==> config.mk <==
export PLATFORM = sky130hd
export DESIGN_NAME = llc_ctl
export DESIGN_NICKNAME = d
export VERILOG_FILES = /design/src/rtl/llc_pkg.sv /design/src/rtl/llc_ctl.sv
export SDC_FILE = /design/constraint.sdc
export NUM_CORES = 1
export LEC_CHECK = 0
export ABC_AREA = 0
export ABC_CLOCK_PERIOD_IN_PS = 2200
export BUFFER_PORTS_ARGS = -buffer_cell sky130_fd_sc_hd__buf_2
export CORE_MARGIN = 10
export CORE_UTILIZATION = 53
export CTS_CLUSTER_DIAMETER = 60
export DETAILED_ROUTE_END_ITERATION = 10
export HOLD_SLACK_MARGIN = 0.06
export PLACE_DENSITY = 0.79
export SLEW_MARGIN = 20
export SYNTH_ARGS = -nofsm -noshare
export SYNTH_HDL_FRONTEND = slang
export SYNTH_SLANG_ARGS = --single-unit
==> constraint.sdc <==
create_clock -name aclk -period 2.2 [get_ports aclk]
set_input_delay 0.33 -clock aclk [delete_from_list [all_inputs] [get_ports aclk]]
set_output_delay 0.33 -clock aclk [all_outputs]
set_load 0.05 [all_outputs]
==> src/rtl/llc_pkg.sv <==
`default_nettype none

package llc_pkg;

    // register stages from input to output register
    localparam int NSTG = 39;

    localparam logic [19:0] OUT_MAX       = 20'hFFFFF;
    localparam logic [25:0] LOG2_TEN_Q24  = 26'd55732705;
    localparam logic [22:0] LOG10_TWO_Q24 = 23'd5050445;

    localparam logic OP_LOG_TO_LIN = 1'b0;
    localparam logic OP_LIN_TO_LOG = 1'b1;

    localparam logic [2:0] REG_OPERATION = 3'd0;
    localparam logic [2:0] REG_CHAN_EN   = 3'd1;
    localparam logic [2:0] REG_LIN_REF   = 3'd2;
    localparam logic [2:0] REG_LOG_REF   = 3'd3;
    localparam logic [2:0] REG_NEG_GAMMA = 3'd4;
    localparam logic [2:0] REG_DENSITY   = 3'd5;

    typedef struct packed {
        logic        op;
        logic        chan_en;
        logic [15:0] lin_ref;
        logic [15:0] log_ref;
        logic [15:0] neg_gamma;
        logic [15:0] density;
    } chan_cfg_t;

    // 2^(2^-k) in Q30, k = 0 gives 2^31; evaluated at elaboration only
    function automatic logic [31:0] pow_tab(input int k);
        logic [63:0] t;
        logic [63:0] v;
        logic [63:0] res;
        logic [63:0] bit_v;
        t = 64'd1 << 31;
        for (int i = 1; i <= k; i++) begin
            v   = t << 30;
            res = 64'd0;
            for (int b = 31; b >= 0; b--) begin
                bit_v = 64'd1 << (2 * b);
                if (v >= res + bit_v) begin
                    v   = v - (res + bit_v);
                    res = (res >> 1) + bit_v;
                end else begin
                    res = res >> 1;
                end
            end
            t = res;
        end
        return t[31:0];
    endfunction

endpackage

`default_nettype wire

==> src/rtl/llc_ctl.sv <==
`default_nettype none

module llc_ctl (
    input  wire logic                     aclk,
    input  wire logic                     aresetn,
    input  wire logic                     s_tvalid,
    output logic                          s_tready,
    output logic                          m_tvalid,
    input  wire logic                     m_tready,
    output logic [llc_pkg::NSTG-1:0]      en
);

    localparam int N = llc_pkg::NSTG;

    logic [N-1:0] vld_reg;
    logic [N-1:0] vld_next;

    // a stage loads when any slot from it to the output is free or the output drains
    always_comb begin
        for (int k = 0; k < N; k++) begin
            en[k] = m_tready || !(&(vld_reg | ((N'(1) << k) - N'(1))));
        end
    end

    always_comb begin
        vld_next = vld_reg;
        if (en[0]) begin
            vld_next[0] = s_tvalid;
        end
        for (int k = 1; k < N; k++) begin
            if (en[k]) begin
                vld_next[k] = vld_reg[k-1];
            end
        end
    end

    always_ff @(posedge aclk) begin
        if (!aresetn) begin
            vld_reg <= '0;
        end else begin
            vld_reg <= vld_next;
        end
    end

    assign s_tready = en[0];
    assign m_tvalid = vld_reg[N-1];

endmodule

`default_nettype wire

==> summary.txt <==
Drt
  • Routed WL: 5.648 mm
  • Drt via density: 5.581
  • DR iter-0 viols: 204
  • Iteration count of the initial detailed-routing pass: 4
  • DRC viols: 0
  • Via count: 1920
  • Drt wl/cell: 16.42 um
  • Detail Route Antenna Nets: 0

Layout
  • Fraction of final layout cells with drive strength greater than 1: 43.62%
  • Max reg flops: 39
  • Fin nets: 302
  • Diodes inserted: 0
  • Area Overhead vs Synth: 41.33%
  • Post-route cell area: 2691 um2

Job
  • Max-cap violations: 0

Power and ir drop
  • Power Density: 399.1 nW/um2
  • Psw: 0.2359 mW
  • P_leak: 1.032 nW
  • Peak VDD IR: 0.3615 mV
  • Combinational share of power: 2.5%
  • Cell Int Power: 0.8382 mW
  • Sequential power share: 66.1%
  • Clock network power share: 31.5%
  • Sw Share: 21.96%

GRT
  • Global-route usage over all layers: 16.75%
  • Vias in the first global route: 1859
  • Initial antenna violation count: 0
  • First-pass GRT wire length: 8.680 mm
  • Overflow after GRT: 0
  • Largest net degree at the start of global routing: 25

Synthesis
  • Post-synth EDFFs: 0
  • Most frequent cell after synthesis: dfxtp_1
  • Synth top area cells: dfxtp_1, nand3_1, nand2_1, nand4_1, a21boi_0
  • Seq/Total Area, Yosys: 41.00%
  • Async SR Flop Fraction: 0%
  • Most common library cells after synthesis: dfxtp_1, nand2_1, nand3_1, inv_1, nand4_1
  • Netlist cell types: 41
  • Cells after Synth: 226
  • Synth warnings: 0
  • Synthesized area per cell: 8.426 um2
  • Share of the synthesized area in the top cell type: 41.00%
  • Ys flop type: dfxtp_1
  • Syn_nets: 230
  • Area leader, netlist: dfxtp_1
  • Mapped cell area: 1904 um2
  • Synth Register Bits: 39

STA
  • Fin. Hold Viols: 0
  • Fin crit share: 110.7%
  • F_max: 410.6 MHz
  • Final Critical Period: 2.436 ns
  • RSZ-0062 raised after global routing: true
  • Fin Setup TNS: -1.772 ns
  • Setup violations, final: 24
  • Worst-margin pin slew: 0.4428 ns
  • Clk_skew: 0.006564 ns
  • Final WS setup: -0.2356 ns
  • Slew headroom: 70.21%
  • Fin. max-slew vios: 0

Hold path
  • Hold Crit Class: primary input to register

Floorplan
  • Die ar.: 6390 um2
  • Die Width: 79.94 um
  • Initial Util: 55.75%
  • Core footprint: 3416 um2
  • I/O pin count: 45
  • Std cell rows: 21
  • Height of the die: 79.94 um

Placed design
  • GPL Wtd Cong: 0.8315
  • Placed instance area: 2291 um2
  • PortBufs: 44
  • Dpl hpwl: 3.650 mm

Clock tree
  • Reg clk slew, reported paths: 0.11 ns
  • CTS tree: built
  • Post-cts hold buffer count: 0
  • Worst skew pair latency: 0.35 ns
  • Clk root buf: clkbuf_4
  • CTS buffer count: 5
  • Max Root-Sink Buffers: 2
  • H-tree depth: 2
  • Clock sink count: 39

Setup path
  • Setup CP Type: register to primary output
  • Worst-path fanout max: 4
  • Worst path bufs/invs: 2
  • Worst EP required: 1.87 ns
  • Crit path cell chain: and4_2 -> nand4bb_4 -> nor2_4 -> clkinvlp_4 -> or4_4 -> buf_6
  • CP max stage delay: 0.43 ns
  • Crit path max-delay family: simple AND/OR/NAND/NOR gates
  • Setup crit end kind: primary output
  • WP data arrival: 2.11 ns
  • Nature of the critical path startpoint: register
  • Crit path max-delay cell type: or4_4

Outcome
  • Violated checks: setup timing
  • Status: finished, violations left
-- final cells by class --
type	instances	area [um2]
clock buffer	7	45.04
fill	224	724.4
inverter	21	96.34
multi-input combinational	150	1069
sequential	39	790.8
tap	46	57.56
timing repair buffer	81	633.1
-- through the flow --
stage	total power, mW	hold slack [ns]	utilization [%]	cells	setup slack (ns)
6_report	1.074	0.1676	78.79	344	-0.2356
5_1_grt	1.113	0.1597	78.79	344	-0.3096
4_1_cts	1.078	0.1585	72.93	333	-0.2174
3_5_place_dp	0.7520	0.4421	67.07	319	0.02253
3_3_place_gp	0.7517	0.4308	67.07	319	0.05018
2_1_floorplan	0.7501	0.4119	-	226	-0.4045
-- power by group through the flow --
stage | clock network [mW] | logic (mW) | registers [mW]
after detailed placement | 0 | 0.0263 | 0.726
after CTS | 0.343 | 0.0263 | 0.709
after global placement | 0 | 0.0259 | 0.726
after global routing | 0.374 | 0.0289 | 0.710
after floorplan | 0 | 0.0250 | 0.725
final | 0.338 | 0.0266 | 0.710
-- routing by layer --
metal  part of all wire [%]  global-route usage, %  up-vias  routed length [um]
li1                       -                      -      939                   -
met1                     40                  19.71      904                2254
met2                     51                  27.37       69                2879
met3                    7.7                  5.968        8                 435
met4                    1.4                  5.810        0                  78
met5                      0                      0        -                   0
-- tightest hold or removal path: cells and delay by family --
family,cells,cell delay [ns]
buffers and inverters,1,0.07
AO/OA/AOI/OAI,1,0.04
AND/OR/NAND/NOR,1,0.05
-- repair_timing --
item	4_1_cts	5_1_grt
buffers inserted	8	11
resized for setup	27	39
endpoints found under the setup margin	24	31
pin swaps	6	11
endpoints found under the hold margin	0	0
-- placed cells by master, fill, tap and decap left out, types with 3 or more instances in the layout --
cell      synthesis  routed
nand2_1          33      32
nand4_1          15      15
o21ai_0          11       3
inv_1            19      15
buf_8             0       5
nor2_4            1       3
buf_4             1      35
and3_1            4       4
a21boi_0         11      10
or3_4             1       4
buf_2             2      28
dfxtp_1          39      33
clkbuf_4          0       5
o41ai_2           2       3
o31ai_1           3       3
o21ai_1           0       8
nand3_2           1       4
nand3_1          27      22
nor3_4            1       4
dfxtp_2           0       5
and4_1            3       3
buf_6             0      12
o21a_1            9       9
-- final timing paths --
check,start,to,slack (ns),cells past startpoint
max,vld_reg[19],en[2],-0.24,6
min,s_tvalid,vld_reg[0],0.17,3
max reg2reg,vld_reg[38],vld_reg[0],0.05,10
min reg2reg,vld_reg[1],vld_reg[2],0.46,2
-- kinds of logic (layout without fill, tap and decap cells) --
| kind of cell | count (synthesis) | in the layout | share of synthesized area (%) |
|---|---|---|---|
| simple gates | 111 | 111 | 33.77 |
| buf+inv | 37 | 109 | 10.38 |
| compound gates | 39 | 39 | 14.85 |
| flops | 39 | 39 | 41.00 |
Power figures use the tool's default switching activity.
